<file path="config.mk">
export PLATFORM = sky130hd
export DESIGN_NAME = sequence_reorder_buffer_unit
export DESIGN_NICKNAME = d
export VERILOG_FILES = /design/src/sv/srb_pkg.sv /design/src/sv/srb_ctrl.sv /design/src/sv/srb_dp.sv /design/src/sv/sequence_reorder_buffer_unit.sv
export SDC_FILE = /design/constraint.sdc
export NUM_CORES = 1
export LEC_CHECK = 0
export BUFFER_PORTS_ARGS = -buffer_cell sky130_fd_sc_hd__buf_2
export CORE_ASPECT_RATIO = 0.75
export CORE_UTILIZATION = 25
export CTS_CLUSTER_SIZE = 40
export DETAILED_ROUTE_END_ITERATION = 16
export GPL_TIMING_DRIVEN = 1
export HOLD_SLACK_MARGIN = 0.02
export PLACE_DENSITY = 0.47
export SLEW_MARGIN = 20
export SYNTH_ARGS = -nofsm -noshare
export SYNTH_HDL_FRONTEND = slang
export SYNTH_SLANG_ARGS = --single-unit
</file>
<file path="constraint.sdc">
create_clock -name clk_i -period 9.94 [get_ports clk_i]
set_input_delay 0.994 -clock clk_i [delete_from_list [all_inputs] [get_ports clk_i]]
set_output_delay 0.994 -clock clk_i [all_outputs]
set_load 0.01 [all_outputs]
</file>
<file path="src/sv/srb_pkg.sv">
// ----------------------------------------------------------------------------
// Sequence reorder buffer package
// Result status codes, fixed field widths and the command and status groups
// that pass between the controller and the datapath.
// ----------------------------------------------------------------------------
package srb_pkg;

  localparam int unsigned SeqBits  = 32;
  localparam int unsigned DataBits = 32;
  localparam int unsigned MaxOut   = 16;
  localparam int unsigned CntBits  = 5;

  typedef enum logic [1:0] {
    ST_RELEASED = 2'd0,
    ST_HELD     = 2'd1,
    ST_STALE    = 2'd2,
    ST_BEYOND   = 2'd3
  } status_e;

  typedef struct packed {
    logic capture;
    logic store;
    logic read;
  } dp_cmd_t;

  typedef struct packed {
    logic rel_now;
    logic last;
  } dp_stat_t;

endpackage

</file>
<file path="src/sv/srb_ctrl.sv">
// ----------------------------------------------------------------------------
// Sequence reorder buffer controller
// Sequences capture, classification and store, slot reads and the hand-off of
// each result to the output channel.
// ----------------------------------------------------------------------------
module srb_ctrl (
  input  logic             clk_i,
  input  logic             rst_ni,
  input  logic             in_valid_i,
  output logic             in_ready_o,
  output logic             out_valid_o,
  input  logic             out_ready_i,
  output srb_pkg::dp_cmd_t cmd_o,
  input  srb_pkg::dp_stat_t stat_i
);

  typedef enum logic [3:0] {
    S_IDLE  = 4'b0001,
    S_STORE = 4'b0010,
    S_READ  = 4'b0100,
    S_EMIT  = 4'b1000
  } state_e;

  state_e state_q, state_d;

  always_comb begin
    state_d     = state_q;
    cmd_o       = '0;
    in_ready_o  = 1'b0;
    out_valid_o = 1'b0;
    unique case (state_q)
      S_IDLE: begin
        in_ready_o = 1'b1;
        if (in_valid_i) begin
          cmd_o.capture = 1'b1;
          state_d       = S_STORE;
        end
      end
      S_STORE: begin
        cmd_o.store = 1'b1;
        // A request that lands on the expected number goes straight to release.
        state_d = stat_i.rel_now ? S_READ : S_EMIT;
      end
      S_READ: begin
        cmd_o.read = 1'b1;
        state_d    = S_EMIT;
      end
      S_EMIT: begin
        out_valid_o = 1'b1;
        if (out_ready_i) begin
          state_d = stat_i.last ? S_IDLE : S_READ;
        end
      end
      default: state_d = S_IDLE;
    endcase
  end

  always_ff @(posedge clk_i or negedge rst_ni) begin
    if (!rst_ni) begin
      state_q <= S_IDLE;
    end else begin
      state_q <= state_d;
    end
  end

endmodule

</file>
<file path="src/sv/srb_dp.sv">
// ----------------------------------------------------------------------------
// Sequence reorder buffer datapath
// Expected-number counter, slot ring with valid bits and payload memory, and
// the output register for one result.
// ----------------------------------------------------------------------------
module srb_dp #(
  parameter int unsigned WINDOW    = 16,
  parameter int unsigned StoreBits = 32
) (
  input  logic                          clk_i,
  input  logic                          rst_ni,
  input  srb_pkg::dp_cmd_t              cmd_i,
  output srb_pkg::dp_stat_t             stat_o,
  input  logic [srb_pkg::SeqBits-1:0]   seq_number_i,
  input  logic [srb_pkg::DataBits-1:0]  payload_i,
  input  logic                          cfg_we_i,
  input  logic [srb_pkg::SeqBits-1:0]   cfg_wdata_i,
  output logic [srb_pkg::SeqBits-1:0]   out_seq_number_o,
  output logic [srb_pkg::DataBits-1:0]  out_payload_o,
  output srb_pkg::status_e              status_o,
  output logic                          last_o
);

  localparam int unsigned HW = (WINDOW > 1) ? $clog2(WINDOW) : 1;

  logic [srb_pkg::SeqBits-1:0] seq_q;
  logic [StoreBits-1:0]        pay_q;
  logic [srb_pkg::SeqBits-1:0] next_q;
  logic [HW-1:0]               head_q;
  logic [WINDOW-1:0]           valid_q;
  logic [srb_pkg::CntBits-1:0] cnt_q;
  logic [StoreBits-1:0]        mem [WINDOW];
  logic [StoreBits-1:0]        rd_q;
  logic [srb_pkg::SeqBits-1:0] oseq_q;
  srb_pkg::status_e            ostat_q;
  logic                        olast_q;

  logic [srb_pkg::SeqBits-1:0] seq_off;
  logic                        in_win;
  logic                        rel_now;
  logic [HW:0]                 sum;
  logic [HW-1:0]               widx;
  logic [HW-1:0]               head_nx;
  logic [srb_pkg::CntBits-1:0] cnt_nx;

  assign seq_off = seq_q - next_q;
  assign in_win  = seq_off < srb_pkg::SeqBits'(WINDOW);
  assign rel_now = in_win && (seq_off == '0);
  // Both terms are below the window, so one conditional subtract wraps the ring.
  assign sum     = {1'b0, head_q} + {1'b0, seq_off[HW-1:0]};
  assign widx    = (sum >= (HW+1)'(WINDOW)) ? HW'(sum - (HW+1)'(WINDOW)) : sum[HW-1:0];
  assign head_nx = (head_q == HW'(WINDOW - 1)) ? '0 : head_q + 1'b1;
  assign cnt_nx  = cnt_q + 1'b1;

  always_ff @(posedge clk_i or negedge rst_ni) begin
    if (!rst_ni) begin
      next_q  <= '0;
      head_q  <= '0;
      valid_q <= '0;
      cnt_q   <= '0;
      olast_q <= 1'b1;
    end else begin
      if (cmd_i.store) begin
        if (in_win) begin
          valid_q[widx] <= 1'b1;
        end
        cnt_q   <= rel_now ? '0 : srb_pkg::CntBits'(1);
        // A held slot can only sit at the head when an earlier burst was capped.
        olast_q <= !valid_q[head_q];
      end
      if (cmd_i.read) begin
        valid_q[head_q] <= 1'b0;
        next_q          <= next_q + 1'b1;
        head_q          <= head_nx;
        cnt_q           <= cnt_nx;
        olast_q         <= !(valid_q[head_nx] && (cnt_nx < srb_pkg::CntBits'(srb_pkg::MaxOut)));
      end else if (cfg_we_i && !(|valid_q)) begin
        next_q <= cfg_wdata_i;
      end
    end
  end

  always_ff @(posedge clk_i) begin
    if (cmd_i.capture) begin
      seq_q <= seq_number_i;
      pay_q <= payload_i[StoreBits-1:0];
    end
    if (cmd_i.store) begin
      oseq_q <= seq_q;
      if (in_win) begin
        ostat_q <= srb_pkg::ST_HELD;
      end else if (seq_off[srb_pkg::SeqBits-1]) begin
        ostat_q <= srb_pkg::ST_STALE;
      end else begin
        ostat_q <= srb_pkg::ST_BEYOND;
      end
    end
    if (cmd_i.read) begin
      oseq_q  <= next_q;
      ostat_q <= srb_pkg::ST_RELEASED;
    end
  end

  always_ff @(posedge clk_i) begin
    if (cmd_i.store && in_win) begin
      mem[widx] <= pay_q;
    end
  end

  always_ff @(posedge clk_i) begin
    if (cmd_i.read) begin
      rd_q <= mem[head_q];
    end
  end

  assign stat_o.rel_now = rel_now;
  assign stat_o.last    = olast_q;

  assign out_seq_number_o = oseq_q;
  assign out_payload_o    = (ostat_q == srb_pkg::ST_RELEASED) ?
                            srb_pkg::DataBits'(rd_q) : '0;
  assign status_o         = ostat_q;
  assign last_o           = olast_q;

`ifndef SYNTHESIS
  a_read_held: assert property (@(posedge clk_i) disable iff (!rst_ni)
    cmd_i.read |-> valid_q[head_q])
    else $error("release read of an empty slot");

  a_read_clears: assert property (@(posedge clk_i) disable iff (!rst_ni)
    cmd_i.read |=> !valid_q[$past(head_q)])
    else $error("released slot still marked held");

  a_burst_cap: assert property (@(posedge clk_i) disable iff (!rst_ni)
    cnt_q <= srb_pkg::CntBits'(srb_pkg::MaxOut))
    else $error("result count beyond burst cap");

  a_cfg_load: assert property (@(posedge clk_i) disable iff (!rst_ni)
    cfg_we_i && !(|valid_q) && !cmd_i.read |=> next_q == $past(cfg_wdata_i))
    else $error("start sequence not loaded while idle");
`endif

endmodule

</file>
<file path="src/sv/sequence_reorder_buffer_unit.sv">
// ----------------------------------------------------------------------------
// Sequence reorder buffer
// Stores out-of-order packets in a window of slots and releases them in
// sequence order, flagging stale and beyond-window packets.
// ----------------------------------------------------------------------------
// Usage: packets enter on the in_valid_i/in_ready_o request channel with a
// sequence number and a payload word. Each request yields one to sixteen
// results on the out_valid_o/out_ready_i channel; last_o marks the final one.
// A packet off the expected number first gives a held, stale or beyond result,
// then every consecutive held packet is released with status released.
// Timing: the accepting edge captures the request and the next edge classifies
// and stores it; its first result is offered right after the store, or after
// a payload memory read when it is released at once. Each release takes a
// payload memory read state and then an output state, and the block takes
// no new request before all results of the current one have gone out.
// The next request is taken once the last result has been delivered.
// A stalled receiver simply holds the current result; nothing is lost.
// cfg_we_i loads cfg_wdata_i as the next expected number when no slot is held.
// Reset clears all slots and sets the expected number to zero.
// ----------------------------------------------------------------------------
module sequence_reorder_buffer_unit #(
  parameter int unsigned WINDOW       = 16,
  parameter int unsigned PAYLOAD_BITS = 32
) (
  input  logic                         clk_i,
  input  logic                         rst_ni,
  input  logic                         in_valid_i,
  output logic                         in_ready_o,
  input  logic [srb_pkg::SeqBits-1:0]  seq_number_i,
  input  logic [srb_pkg::DataBits-1:0] payload_i,
  output logic                         out_valid_o,
  input  logic                         out_ready_i,
  output logic [srb_pkg::SeqBits-1:0]  out_seq_number_o,
  output logic [srb_pkg::DataBits-1:0] out_payload_o,
  output logic [1:0]                   status_o,
  output logic                         last_o,
  input  logic                         cfg_we_i,
  input  logic [srb_pkg::SeqBits-1:0]  cfg_wdata_i
);

  // Payload bits above the output width can never be seen, so are not stored.
  localparam int unsigned StoreBits =
    (PAYLOAD_BITS < srb_pkg::DataBits) ? PAYLOAD_BITS : srb_pkg::DataBits;

  srb_pkg::dp_cmd_t  cmd;
  srb_pkg::dp_stat_t stat;
  srb_pkg::status_e  status;

  srb_ctrl u_ctrl (
    .clk_i       (clk_i),
    .rst_ni      (rst_ni),
    .in_valid_i  (in_valid_i),
    .in_ready_o  (in_ready_o),
    .out_valid_o (out_valid_o),
    .out_ready_i (out_ready_i),
    .cmd_o       (cmd),
    .stat_i      (stat)
  );

  srb_dp #(
    .WINDOW    (WINDOW),
    .StoreBits (StoreBits)
  ) u_dp (
    .clk_i            (clk_i),
    .rst_ni           (rst_ni),
    .cmd_i            (cmd),
    .stat_o           (stat),
    .seq_number_i     (seq_number_i),
    .payload_i        (payload_i),
    .cfg_we_i         (cfg_we_i),
    .cfg_wdata_i      (cfg_wdata_i),
    .out_seq_number_o (out_seq_number_o),
    .out_payload_o    (out_payload_o),
    .status_o         (status),
    .last_o           (last_o)
  );

  assign status_o = status;

endmodule

</file>
After elaboration in Yosys (flattened, before gate mapping). Memories as Yosys holds them, arrays and structs flattened. A register that Yosys moved wholly into a read port is not among the register bits. Cells that the tools add are included.

Bits in registers: 160. Bits in writable memories: 512. Word-level logic and storage cells: 88. Memories kept: 1.

Memories: u_dp.mem (depth 16, width 32, rd ports 1, clocked after Yosys merged registers in 1, wr ports 1, RTL line srb_dp.sv:32) `logic [StoreBits-1:0] mem [WINDOW];`.

Add/subtract/negate cells: 6. Magnitude comparators: 8. Eq/ne operators: 7. Multiplexer cells: 38. Bitwise gates (word level): 3. Reduce and logical (&&, ||, !) cells: 15.

Operator list (count): 2-to-1 mux 32 bit (5); 2-to-1 mux 16 bit (3); adder 32 x 1 -> 32 bit, second input constant (1); logical NOT 32 bit (1); < comparator 32 x 5 -> 1 bit, second input constant (1); subtractor 32 bit (1); 2-to-1 mux 4 bit (5); AND 16 bit (1); 2-to-1 mux 1 bit (16); NOT 16 bit (1); OR 16 bit (1); one-hot mux 4 bit (4 select lines) (1); OR reduction 16 bit (1); < comparator 4 x 5 -> 1 bit, second input constant (3); 2-to-1 mux 5 bit (2); binary-select mux 1 bit (select 4 bit) (2); demux 1 bit (select 4 bit) (2); equality test 4 bit, second input constant (2); greater-or-equal comparator 4 x 1 -> 1 bit, second input constant (2); logical AND 1 bit (6); adder 4 x 4 -> 5 bit (1); adder 5 x 1 -> 5 bit, second input constant (1); greater-or-equal comparator 5 bit, second input constant (1); < comparator 5 bit, second input constant (1); other kinds (12) (16).

Logic depth before layout (Yosys ltp). Gate-level depths: netlist of the first run.

Depth in word-level cells: 13. Depth in mapped cells: 14.

Cells and area by module. From an unflattened synthesis of the first run, not the netlist that was laid out.

Cells, all modules: 1699. Area, all modules: 29807.3 um^2.

By module, submodules not included: srb_dp (instances 1, cells each 1673, area each 29543.3 um^2, seq. area each 20711.1 um^2); srb_ctrl (instances 1, cells each 26, area each 264.0 um^2, seq. area each 101.3 um^2).

Least setup slack after synthesis of the first run. Ideal clock, no wire load.

Kind: register -> register. Start point: reg u_dp.next_q[0] (netlist name). End point: mem u_dp.mem[2][0] (enable). Arrival: 5338 ps. Required time: 9479 ps. Setup slack: 4141 ps. Cell stages (with the launch flop): 14. Clock period less this slack: 5799 ps. Cells stage by stage: dfrtp_1 -> ha_1 -> inv_1 -> fa_1 -> a21o_1 -> a221o_1 -> a21o_1 -> a21oi_2 -> o2111ai_1 -> or4_4 -> nor4_4 -> buf_6 -> nand2_2 -> nor3_1.

Word-level cells in the longest chain between the ends: 5. Elaborated cells on any way between the ends: 9. Classes of those cells: add/sub: 3; order compare: 2; mux: 3; reduce/logical: 1.

Ends and longest elaborated chain: from (decl) (RTL line srb_dp.sv:28) `logic [srb_pkg::SeqBits-1:0] next_q;`; from (signal assigned) (RTL line srb_dp.sv:73) `next_q <= next_q + 1'b1;`; from (signal assigned) (RTL line srb_dp.sv:78) `next_q <= cfg_wdata_i;`; subtractor 32 bit (*) (RTL line srb_dp.sv:46) `assign seq_off = seq_q - next_q;`; < comparator 32 x 5 -> 1 bit (RTL line srb_dp.sv:47) `assign in_win = seq_off < srb_pkg::SeqBits'(WINDOW);`; logical AND 1 bit (RTL line srb_dp.sv:105) `if (cmd_i.store && in_win) begin`; 2-to-1 mux 1 bit (RTL line srb_dp.sv:105); 2-to-1 mux 1 bit (implied by the code) (RTL line srb_dp.sv:106) `mem[widx] <= pay_q;`; to (decl) (RTL line srb_dp.sv:32).

Mark *: on every way between the ends. The rest lies on a longest branch, timed or not.

Worst setup path in the final report of the first run.
Start point: reg u_dp.next_q[0] (netlist name). End point: mem u_dp.mem[13][2] (enable).

The elaborated chain is that of the path after synthesis.

==> results of run 1 <==
-- where the power goes --
part	leakage, nW	total (mW)	switching, mW	internal, mW
clock	1.22	2.88	1.20	1.67
sequential	6.56	3.72	0.219	3.50
combinational	3.64	1.29	0.780	0.508
total	11.4	7.88	2.20	5.68
-- through the flow --
step,utilization [%],setup slack (ps),instance area [um^2],std cells,hold slack [ps]
floorplan,-,4140,29600,1723,470
global placement,27.7,4760,32200,3371,496
detailed placement,27.7,4630,32200,3372,512
CTS,29.8,4590,34800,3509,483
global route,29.9,4210,34900,3513,504
finish,29.9,4580,34900,3513,517
-- synthesized netlist by cell type, drive strengths merged (4+ instances only) --
cell type,number
nand2b,4
o21a,19
o22ai,9
inv,48
nor4b,4
mux4,169
nor4,12
o211ai,6
o31ai,6
a211oi,19
a311oi,6
a21oi,67
nor2,74
o31a,4
buf,28
and2,37
or3,5
nor3,45
clkbuf,47
xor2,16
nand3,28
dfrtp,60
o21ai,78
xnor2,5
a31oi,14
a21o,7
o221ai,4
o22a,9
or4,4
nor2b,5
nand2,109
nand4,17
edfxtp,640
and3,23
ha,40
-- cells by family after synthesis --
group                      count (synthesis)  share of synthesized area, %
DFF                                      704                          70.4
and+or+nand+nor                          377                          6.36
AOI/OAI and AO/OA                        280                          6.04
muxes                                    175                          13.1
buffers and inverters                    124                          1.66
adders and majority gates                 42                          1.83
xor gates and xnor gates                  21                         0.622
-- registers in the layout, indices dropped and copies added, names as in the netlist --
| signal | flops |
|---|---|
| u_dp.pay_q | 32 |
| u_dp.status_o | 2 |
| u_dp.seq_q | 32 |
| u_dp.head_q | 4 |
| u_dp.out_seq_number_o | 32 |
| u_dp.last_o | 1 |
| u_dp.next_q | 32 |
| u_dp.cnt_q | 5 |
| u_dp.valid_q | 16 |
| u_ctrl.state_q | 4 |
| u_dp.rd_q | 32 |
| u_dp.mem | 512 |
-- layout make-up --
type                            count  area share (%)
Tap cell                         1540            5.53
Multi-Input combinational cell    895            24.0
Inverter                           49           0.531
Clock buffer                       83            5.65
Sequential cell                   704            59.7
Antenna cell                        1         0.00718
Clock inverter                     54            1.55
Timing Repair Buffer              187            3.01
-- worst max-delay path: cells and delay by family, from the launching register on --
family	cells	cell delay, ps
buffers and inverters	1	70
adder cells (fa/ha/maj)	2	650
flip-flops	1	470
AND/OR/NAND/NOR	3	2180
XOR/XNOR	1	150
AO/OA/AOI/OAI	4	1400
-- metal layers --
| layer | vias up | track usage, % |
|---|---|---|
| li1 | 7335 | - |
| met1 | 8718 | 19.7 |
| met2 | 526 | 19.8 |
| met3 | 151 | 2.36 |
| met4 | 2 | 4.44 |
| met5 | - | 0 |
-- path summary, 6_finish.rpt --
kind,startpoint,to,slack [ps],cells after the start
setup / recovery,u_dp.next_q[0],u_dp.mem[13][2],4580,11
hold / removal,u_dp.next_q[28],u_dp.next_q[28],520,1
setup reg to reg,u_dp.next_q[0],u_dp.mem[13][2],4580,11
hold reg to reg,u_dp.next_q[28],u_dp.next_q[28],520,1
max in group asynchronous,rst_ni,u_dp.head_q[2],8660,2
min in group asynchronous,rst_ni,u_dp.next_q[6],560,2
==> summary.md, run 1 <==
| Metric | Value |
|---|---|
| Inserted Clock Buffers | 76 |
| Num Clock Sinks | 704 |
| Post-route ant nets | 0 |
| Worst rel slew slack | 30.8% |
| First DRT Iteration DRCs | 1852 |
| Initial core utilization | 25.4% |
| Crit path cell chain | ha_1 -> inv_1 -> fa_1 -> a21o_1 -> a221o_1 -> a21o_1 -> xor2_1 -> a2111oi_0 -> nand4_1 -> nor4_4 -> and3_2 |
| Final hold vios | 0 |
| Wl on met1 | 38.1 mm |
| Total Routed Length | 79.9 mm |
| WL met3 | 4.32 mm |
| DR WL/cell | 22.8 um |
| # fillers | 11400 |
| VDD IR max | 0.135 mV |
| Grt ovf | 0 |
| First-pass GRT wire length | 118 mm |
| CTS tree | done |
| Setup TNS Final | 0 ps |
| CP Capture Type | flip-flop |
| Post-route minimum period | 5360 ps |
| Via count | 16700 |
| HPWL Detailed | 51.2 mm |
| Setup Viol. Count Final | 0 |
| Final GP Congestion | 0.881 |
| Cell Area, Synth | 29600 um^2 |
| Max Transition Viols Final | 0 |
| Crit-path most repeated cell | a21o_1 |
| Root Driver | clkbuf_16 |
| CP Launch Type | flip-flop |
| H-tree depth | 3 |
| Sequential fraction of the synthesis area | 70.4% |
| Antenna violations before repair | 7 |
| Row count | 108 |
| WP data required | 10170 ps |
| Die Span X | 399 um |
| CP Data Arrival Time | 5590 ps |
| Highest metal used | met5 |
| Largest net degree at the start of global routing | 105 |
| Post-synth EDFFs | 640 |
| Pwr/cell area | 226 nW/um^2 |
| Critical path's largest stage delay | 1060 ps |
| Share of Yosys cell area claimed by the top area cell type | 65.0% |
| IO Pins | 170 |
| Leak Pwr | 11.4 nW |
| Synth Instances | 1723 |
| Ys async rst share | 8.81% |
| Drt drc | 0 |
| Commonest non-fill, non-tap cells in the layout | 640 x edfxtp_1, 169 x mux4_2, 169 x buf_2, 107 x nand2_1 |
| Hold Crit Class | flip-flop to flip-flop |
| Die Y | 300 um |
| Die area | 120000 um^2 |
| WS Path Type | flip-flop to flip-flop |
| Top cells by area, synth | edfxtp_1 65%, mux4_2 13%, dfrtp_1 5.1%, ha_1 1.7%, nand2_1 1.4% |
| Slew @ Worst Pin | 1040 ps |
| Setup Skew | 29.3 ps |
| Worst skew pair latency | 640 ps |
| IO buf count | 169 |
| CORE AREA | 116000 um^2 |
| Crit share post-route | 53.9% |
| Layout cells sized above 1 | 26.0% |
| WL met2 | 35.2 mm |
| Number of gates resized after CTS | 0 |
| Fmax | 0.187 GHz |
| RSZ-0062 raised after global routing | no |
| Post-Syn Nets | 1866 |
| Hold_buf cts | 0 |
| Maximum fanout along the worst path | 33 |
| Area Overhead vs Synth | 17.9% |
| Yosys warns | 0 |
| Max-cap violations | 0 |
| Post-CTS setup buffer count | 0 |
| Nets | 2056 |
| DR pass1 iterations | 6 |
| Worst-path clk slew | 70 ps |
| Outcome | finished clean |
| Syn Area/Cell | 17.2 um^2 |
| Largest area contributor in the netlist | edfxtp_1 |
| Clock buffer depth | 3 |
| Power Total | 7.88 mW |
| Flip-flop and latch area | 20800 um^2 |
| Routed vias/inst | 4.76 |
| Vias in the first global route | 17400 |
| Leading cell type in the layout, fill and taps excluded | edfxtp_1 |
| Main synth FF type | edfxtp_1 |
| Gr usage total | 13.4% |
| Netlist cell types | 72 |
| Area of the multi-input gates | 8360 um^2 |
| CP max-delay cell | and3_2 |
| Flops & latches, synth | 704 |
(Power assumes the default switching activity.)
==> run 2, diff against run 1 <==
- PLACE_DENSITY: 0.47 -> 0.49
- clock period: 9.94 -> 4.3 ns (I/O delays scaled with it)
==> run 2 against run 1 <==
Against the previous run:
- sequential power rose by 130%
- die area is the same
- power up 140%
- routed wire length up 1.6%
- critical endpoint is now u_dp.mem[14][25]
==> summary.md, run 2 (synthesis results as in run 1) <==
| Metric | Value |
|---|---|
| Sequential power share | 46.1% (-1.1 points) |
| Pint | 13.4 mW (+140%) |
| CTS tree | done |
| Hold Crit Class | primary input to flip-flop |
| Nets | 2180 (+6.0%) |
| Worst rel slew slack | 24.9% (-6.0 points) |
| Drt drc | 0 (unchanged) |
| Cells after DPL | 3421 (+1.5%) |
| IO buf count | 169 (unchanged) |
| Fin cells | 3640 (+3.6%) |
| H-tree depth | 3 (unchanged) |
| Vias in the first global route | 17500 (+0.45%) |
| Die Span X | 399 um (unchanged) |
| Max reg flops | 512 (unchanged) |
| DR pass1 iterations | 6 (unchanged) |
| HPWL Detailed | 53.1 mm (+3.8%) |
| WP data required | 4600 ps (-5570 ps) |
| Setup Skew | 30.3 ps (+0.980 ps) |
| Crit-path most repeated cell | a21o_1 |
| Antenna diode count | 0 (-1) |
| Total Routed Length | 81.2 mm (+1.6%) |
| Setup TNS Final | 0 ps (unchanged) |
| Leading cell type in the layout, fill and taps excluded | edfxtp_1 |
| Row count | 108 (unchanged) |
| Slew @ Worst Pin | 1130 ps (+89.3 ps) |
| Max Transition Viols Final | 0 (unchanged) |
| Root Driver | clkbuf_16 |
| Gr usage total | 13.5% (+0.12 points) |
| Initial core utilization | 25.4% (unchanged) |
| Post-route minimum period | 4120 ps (-1240 ps) |
| Power Total | 18.5 mW (+140%) |
| Clock buffer depth | 3 (unchanged) |
| Critical path's largest stage delay | 520 ps (-540 ps) |
| Fmax | 0.243 GHz (+30%) |
| Largest net degree at the start of global routing | 136 (+30%) |
| Commonest non-fill, non-tap cells in the layout | 640 x edfxtp_1, 170 x buf_2, 169 x mux4_2, 107 x nand2_1, 83 x clkbuf_16 |
| Routed vias/inst | 4.76 (about the same) |
| Crit path cell chain | inv_2 -> ha_2 -> inv_1 -> fa_2 -> a21o_1 -> a221o_1 -> a21o_1 -> a21oi_2 -> o2111ai_1 -> or4_4 -> nor4_4 -> buf_4 -> buf_2 -> and3_2 -> buf_12 |
| Worst skew pair latency | 640 ps (about the same) |
| CORE AREA | 116000 um^2 (unchanged) |
| Num Clock Sinks | 704 (unchanged) |
| Die area | 120000 um^2 (unchanged) |
| Inserted Clock Buffers | 79 (+3.9%) |
| Bufs and invs on worst path | 5 (+4) |
| CP Capture Type | flip-flop |
| Combinational power share | 17.4% (+1.1 points) |
| Max-cap violations | 0 (unchanged) |
| DR WL/cell | 22.3 um (-1.9%) |
| Final hold vios | 0 (unchanged) |
| Final GP Congestion | 0.925 (+5.0%) |
| Crit-path leading delay family | compound AO/OA/AOI/OAI gates |
| Layout cells sized above 1 | 27.6% (+1.7 points) |
| Maximum fanout along the worst path | 29 (-12%) |
| VDD IR max | 0.286 mV (+110%) |
| CP Data Arrival Time | 4420 ps (-1170 ps) |
| First DRT Iteration DRCs | 1518 (-18%) |
| # fillers | 11400 (-0.17%) |
| Grt ovf | 0 (unchanged) |
| Setup Viol. Count Final | 0 (unchanged) |
| Switching Fraction | 27.8% (-0.097 points) |
| Largest Register | u_dp.mem |
| Die Y | 300 um (unchanged) |
| WS Path Type | flip-flop to flip-flop |
| Post-route ant nets | 0 (unchanged) |
| CP Launch Type | flip-flop |
| Switching pwr | 5.16 mW (+130%) |
| First-pass GRT wire length | 119 mm (+0.55%) |
| Outcome | finished clean |
| Clock network power share | 36.5% (about the same) |
| CP max-delay cell | or4_4 |
| Antenna violations before repair | 5 (-2) |
| Pwr/cell area | 511 nW/um^2 (+130%) |
| IO Pins | 170 (unchanged) |
| Via count | 17300 (+3.6%) |
| Area Overhead vs Synth | 22.8% |
| Crit share post-route | 95.8% (+42 points) |
| Worst-path clk slew | 60 ps (about the same) |
| Leak Pwr | 12.1 nW (+6.2%) |
| RSZ-0062 raised after global routing | no |
| Final Util | 31.2% (+1.2 points) |
## run 2: cell count changes in the layout (fill, tap and decap cells not counted), moves of 7 or more
| cell | change |
|---|---|
| and3_2 | +9 |
| and3_4 | -9 |
| buf_12 | +18 |
| buf_4 | +31 |
| clkbuf_1 | +7 |
| clkinv_1 | -7 |
| dlygate4sd3_1 | +70 |
## run 2: worst min-delay path, cell delays in order
cell	delay, ps
buf_2	90
o32ai_1	60
nor2_1	80
## run 2: final timing paths
| kind | startpoint | cells after the start | slack, ps | end |
|---|---|---|---|---|
| max | u_dp.seq_q[0] | 15 | 180 | u_dp.mem[14][25] |
| min | cfg_wdata_i[31] | 3 | 70 | u_dp.next_q[31] |
| max reg2reg | u_dp.seq_q[0] | 15 | 180 | u_dp.mem[14][25] |
| min reg2reg | u_dp.next_q[28] | 1 | 520 | u_dp.next_q[28] |
| max in group asynchronous | rst_ni | 3 | 2850 | u_dp.head_q[2] |
| min in group asynchronous | rst_ni | 2 | 430 | u_dp.next_q[3] |
## run 2: what timing repair did
action                                  CTS  global route
hold buffers                             70             0
cloned                                    0             2
endpoints found under the hold margin    99             0
pin swaps                                 0             2
setup buffers                             0             3
endpoints found under the setup margin   10           519
gates resized for setup                   1            13
## run 2: power by group through the flow
stage | clock network, mW | registers, mW | logic [mW]
floorplan | 0 | 8.50 | 2.03
CTS | 6.95 | 8.55 | 3.22
finish | 6.77 | 8.55 | 3.23
global placement | 0 | 8.66 | 3.16
global route | 7.19 | 8.61 | 3.49
detailed placement | 0 | 8.69 | 3.15
## run 2: layout make-up
cell class	instances	area, um^2	share of cell area (%)
flip-flops and latches	704	20800	57.4
multi-input cells	895	8380	23.1
repair buffers	308	2360	6.50
clock buffers	97	2140	5.89
well taps	1540	1930	5.31
clock inverters	47	479	1.32
inverters	49	185	0.510
## run 2: per-layer routing
metal  vias up  GRT usage (%)  routed length, um
met1      9000           19.5              37900
met3       123           2.77               5000
li1       7610              -                  -
met2       594           20.4              36400
met4         2           3.68               1870
met5         -              0                 13
## run 2: per-stage QoR
stage / setup slack, ps / cell area [um^2] / hold WS, ps
after floorplan: 24.0 / 29600 / 134
after global placement: 59.2 / 32900 / 496
after detailed placement: 24.1 / 32900 / 503
after CTS: 63.8 / 36200 / 27.9
after global routing: 13.6 / 36300 / 66.5
final: 182 / 36300 / 71.7
==> run 3, diff against run 2 <==
- ABC_AREA: not set -> 1
==> run 3 against run 2 <==
Against the previous run:
- critical path depth grew 4
- maximum frequency grew 9.2%
- register-to-register slack improved by 350 ps
- largest cell class unchanged
- critical path type unchanged
- final area rose by 1.8%
- synthesized cell count up 66%
==> summary.md, run 3 <==
| Metric | Value |
|---|---|
| Die Y | 306 um (+2.2%) |
| CP Capture Type | flip-flop |
| Root Driver | clkbuf_16 |
| # fillers | 12600 (+10%) |
| CORE AREA | 122000 um^2 (+5.0%) |
| Layout cells sized above 1 | 13.2% (-14 points) |
| DR pass1 iterations | 6 (unchanged) |
| Area of the multi-input gates | 8560 um^2 (+2.2%) |
| Placed cell area | 33800 um^2 (+2.9%) |
| Combinational power share | 24.5% (+7.1 points) |
| Clock network power share | 30.6% (-5.9 points) |
| Drt drc | 0 (unchanged) |
| Via count | 21500 (+24%) |
| Antenna violations before repair | 2 (-3) |
| RR Startpoint | u_dp.next_q[11] |
| Post-CTS setup buffer count | 0 (unchanged) |
| HPWL Detailed | 53.9 mm (+1.4%) |
| DR WL/cell | 18.2 um (-18%) |
| Max reg flops | 512 (unchanged) |
| Most instantiated library cell after synthesis | edfxtp_1 |
| Max Transition Viols Final | 0 (unchanged) |
| Final hold vios | 0 (unchanged) |
| CP Data Arrival Time | 4070 ps (-350 ps) |
| Largest net degree at the start of global routing | 162 (+19%) |
| Nets | 3222 (+48%) |
| Hold_buf cts | 65 (-7.1%) |
| Sequential fraction of the synthesis area | 67.4% (-3.0 points) |
| Commonest non-fill, non-tap cells in the layout | 640 x edfxtp_1, 512 x nand2_1, 413 x nor2_1, 337 x o21ai_0, 231 x inv_1 |
| Largest area contributor in the netlist | edfxtp_1 |
| Routed vias/inst | 4.50 (-5.4%) |
| Clock buffer depth | 3 (unchanged) |
| Top cells by area, synth | edfxtp_1 62%, nand2_1 6.2%, o21ai_0 5.5%, nor2_1 5.1%, dfrtp_1 4.9% |
| Switching Fraction | 34.3% (+6.4 points) |
| Number of gates resized after CTS | 0 (-1) |
| Final Cell Area | 36900 um^2 (+1.8%) |
| First DRT Iteration DRCs | 1993 (+31%) |
| RSZ-0062 raised after global routing | no |
| Yosys warns | 0 (unchanged) |
| WP data required | 4600 ps (about the same) |
| IO buf count | 169 (unchanged) |
| Top cells by count, synth | 640 x edfxtp_1, 512 x nand2_1, 417 x nor2_1 |
| Num Clock Sinks | 704 (unchanged) |
| Worst skew pair latency | 640 ps (about the same) |
| Setup TNS Final | 0 ps (unchanged) |
| Cells after DPL | 4572 (+34%) |
| H-tree depth | 3 (unchanged) |
| Crit share post-route | 87.7% (-8.1 points) |
| Worst hold start | cfg_wdata_i[4] |
| Crit-path leading delay family | simple AND/OR/NAND/NOR gates |
| Leading cell type in the layout, fill and taps excluded | edfxtp_1 |
| Cell Area, Synth | 30900 um^2 (+4.4%) |
| Ys async rst share | 8.81% (unchanged) |
| Post-synth EDFFs | 640 (unchanged) |
| Row count | 111 (+2.8%) |
| Critical path's largest stage delay | 450 ps (-70 ps) |
| Crit path cell chain | inv_1 -> ha_1 -> nand2_1 -> inv_2 -> nand2_1 -> nor3_2 -> nand2_1 -> nand2_1 -> nand2_1 -> nand3_1 -> nand2_1 -> nor2_1 -> nand2_1 -> nor2_2 -> nand3_2 -> nor2_4 -> nand3_1 -> inv_2 -> buf_12 |
| CP Launch Type | flip-flop |
| Netlist cell types | 51 (-29%) |
| Inserted Clock Buffers | 78 (-1.3%) |
| Synth Instances | 2859 (+66%) |
| Power Total | 21.2 mW (+14%) |
| Flops & latches, synth | 704 (unchanged) |
| Die area | 125000 um^2 (+4.4%) |
| Initial core utilization | 25.2% (-0.16 points) |
| Share of Yosys cell area claimed by the top area cell type | 62.3% (-2.7 points) |
| CP max-delay cell | dfrtp_1 |
| Syn Area/Cell | 10.8 um^2 (-37%) |
| CTS tree | done |
| Crit. Startpoint | u_dp.next_q[11] |
| Gr usage total | 13.6% (+0.12 points) |
| Bufs and invs on worst path | 4 (-1) |
| Hold Crit Class | primary input to flip-flop |
| Leak Pwr | 13.8 nW (+14%) |
| Crit-path most repeated cell | nand2_1 |
| Largest Register | u_dp.mem |
| First-pass GRT wire length | 130 mm (+9.4%) |
| Slew @ Worst Pin | 1040 ps (-85.0 ps) |
| VDD IR max | 0.287 mV (about the same) |
| IO Pins | 170 (unchanged) |
| Flip-flop and latch area | 20800 um^2 (about the same) |
| Post-route ant nets | 0 (unchanged) |
| Switching pwr | 7.27 mW (+41%) |
| Total Routed Length | 87.0 mm (+7.1%) |
| Fmax | 0.265 GHz (+9.2%) |
| Fin cells | 4782 (+31%) |
| Pint | 14.0 mW (+4.3%) |
| Post-route minimum period | 3770 ps (-348 ps) |
| Main synth FF type | edfxtp_1 |
| Final GP Congestion | 0.914 (-1.2%) |
| Setup Skew | 24.7 ps (-5.58 ps) |
| Worst rel slew slack | 30.6% (+5.7 points) |
| Worst-path clk slew | 60 ps (about the same) |
| Die Span X | 408 um (+2.2%) |
| Vias in the first global route | 20200 (+16%) |
| Sequential power share | 44.9% (-1.2 points) |
| Setup Viol. Count Final | 0 (unchanged) |
| Grt ovf | 0 (unchanged) |
| Post-Syn Nets | 3002 (+61%) |
| Maximum fanout along the worst path | 32 (+10%) |
| Pwr/cell area | 575 nW/um^2 (+12%) |
| Outcome | finished clean |
| Area Overhead vs Synth | 19.7% |
| Max-cap violations | 0 (unchanged) |
| WS Path Type | flip-flop to flip-flop |
## run 3: worst register-to-register path, cell delays in order (launching register included)
cell and delay [ps]:
dfrtp_1 450, inv_1 120, ha_1 390, nand2_1 130
inv_2 70, nand2_1 50, nor3_2 190, nand2_1 100
nand2_1 150, nand2_1 130, nand3_1 110, nand2_1 120
nor2_1 150, nand2_1 70, nor2_2 100, nand3_2 130
nor2_4 350, nand3_1 210, inv_2 120, buf_12 250
## run 3: final timing paths
check	endpoint	slack, ps	cells after the start
setup / recovery	u_dp.mem[10][10]	530	19
min in group asynchronous	u_dp.next_q[5]	500	2
hold / removal	u_dp.next_q[4]	80	3
max in group asynchronous	u_dp.next_q[23]	2830	3
setup reg to reg	u_dp.mem[10][10]	530	19
hold reg to reg	u_ctrl.state_q[0]	500	2
## run 3: power groups by stage
| stage | combinational (mW) | sequential, mW | clock, mW |
|---|---|---|---|
| global placement | 5.20 | 9.69 | 0 |
| finish | 5.20 | 9.54 | 6.49 |
| CTS | 5.25 | 9.55 | 6.67 |
| floorplan | 3.45 | 9.32 | 0 |
| global route | 5.84 | 9.65 | 6.93 |
| detailed placement | 5.18 | 9.69 | 0 |
## run 3: cell type report
cell class	count	area share (%)
Sequential cell	704	56.4
Multi-Input combinational cell	1751	23.2
Clock buffer	100	5.65
Tap cell	1638	5.55
Timing Repair Buffer	272	5.43
Inverter	272	2.79
Clock inverter	44	1.02
Antenna cell	1	0.00678
## run 3: metal layers
metal  share of wire, %  global-route usage (%)  vias to the layer above  wire length, um
li1                   -                       -                    10400                -
met1                 50                    20.8                    10400            43700
met2                 42                    19.5                      587            36500
met3                5.7                    2.41                      106             4930
met4                2.1                    3.51                        0             1860
met5                  0                       0                        -                0
## run 3: cells by family after synthesis
logic type	count (synthesis)	share of synthesized area [%]
simple gates	1120	15.0
flops	704	67.4
compound gates	569	10.2
buf+inv	404	4.95
fa+ha+maj	42	1.75
xor+xnor	17	0.482
mux	3	0.109
## run 3: metrics by stage
step,util (%),hold WS [ps],worst slack [ps]
2_1_floorplan,-,134,43.0
3_3_place_gp,27.6,491,625
3_5_place_dp,27.6,484,613
4_1_cts,30.2,31.7,583
5_1_grt,30.2,47.0,176
6_report,30.2,76.1,531
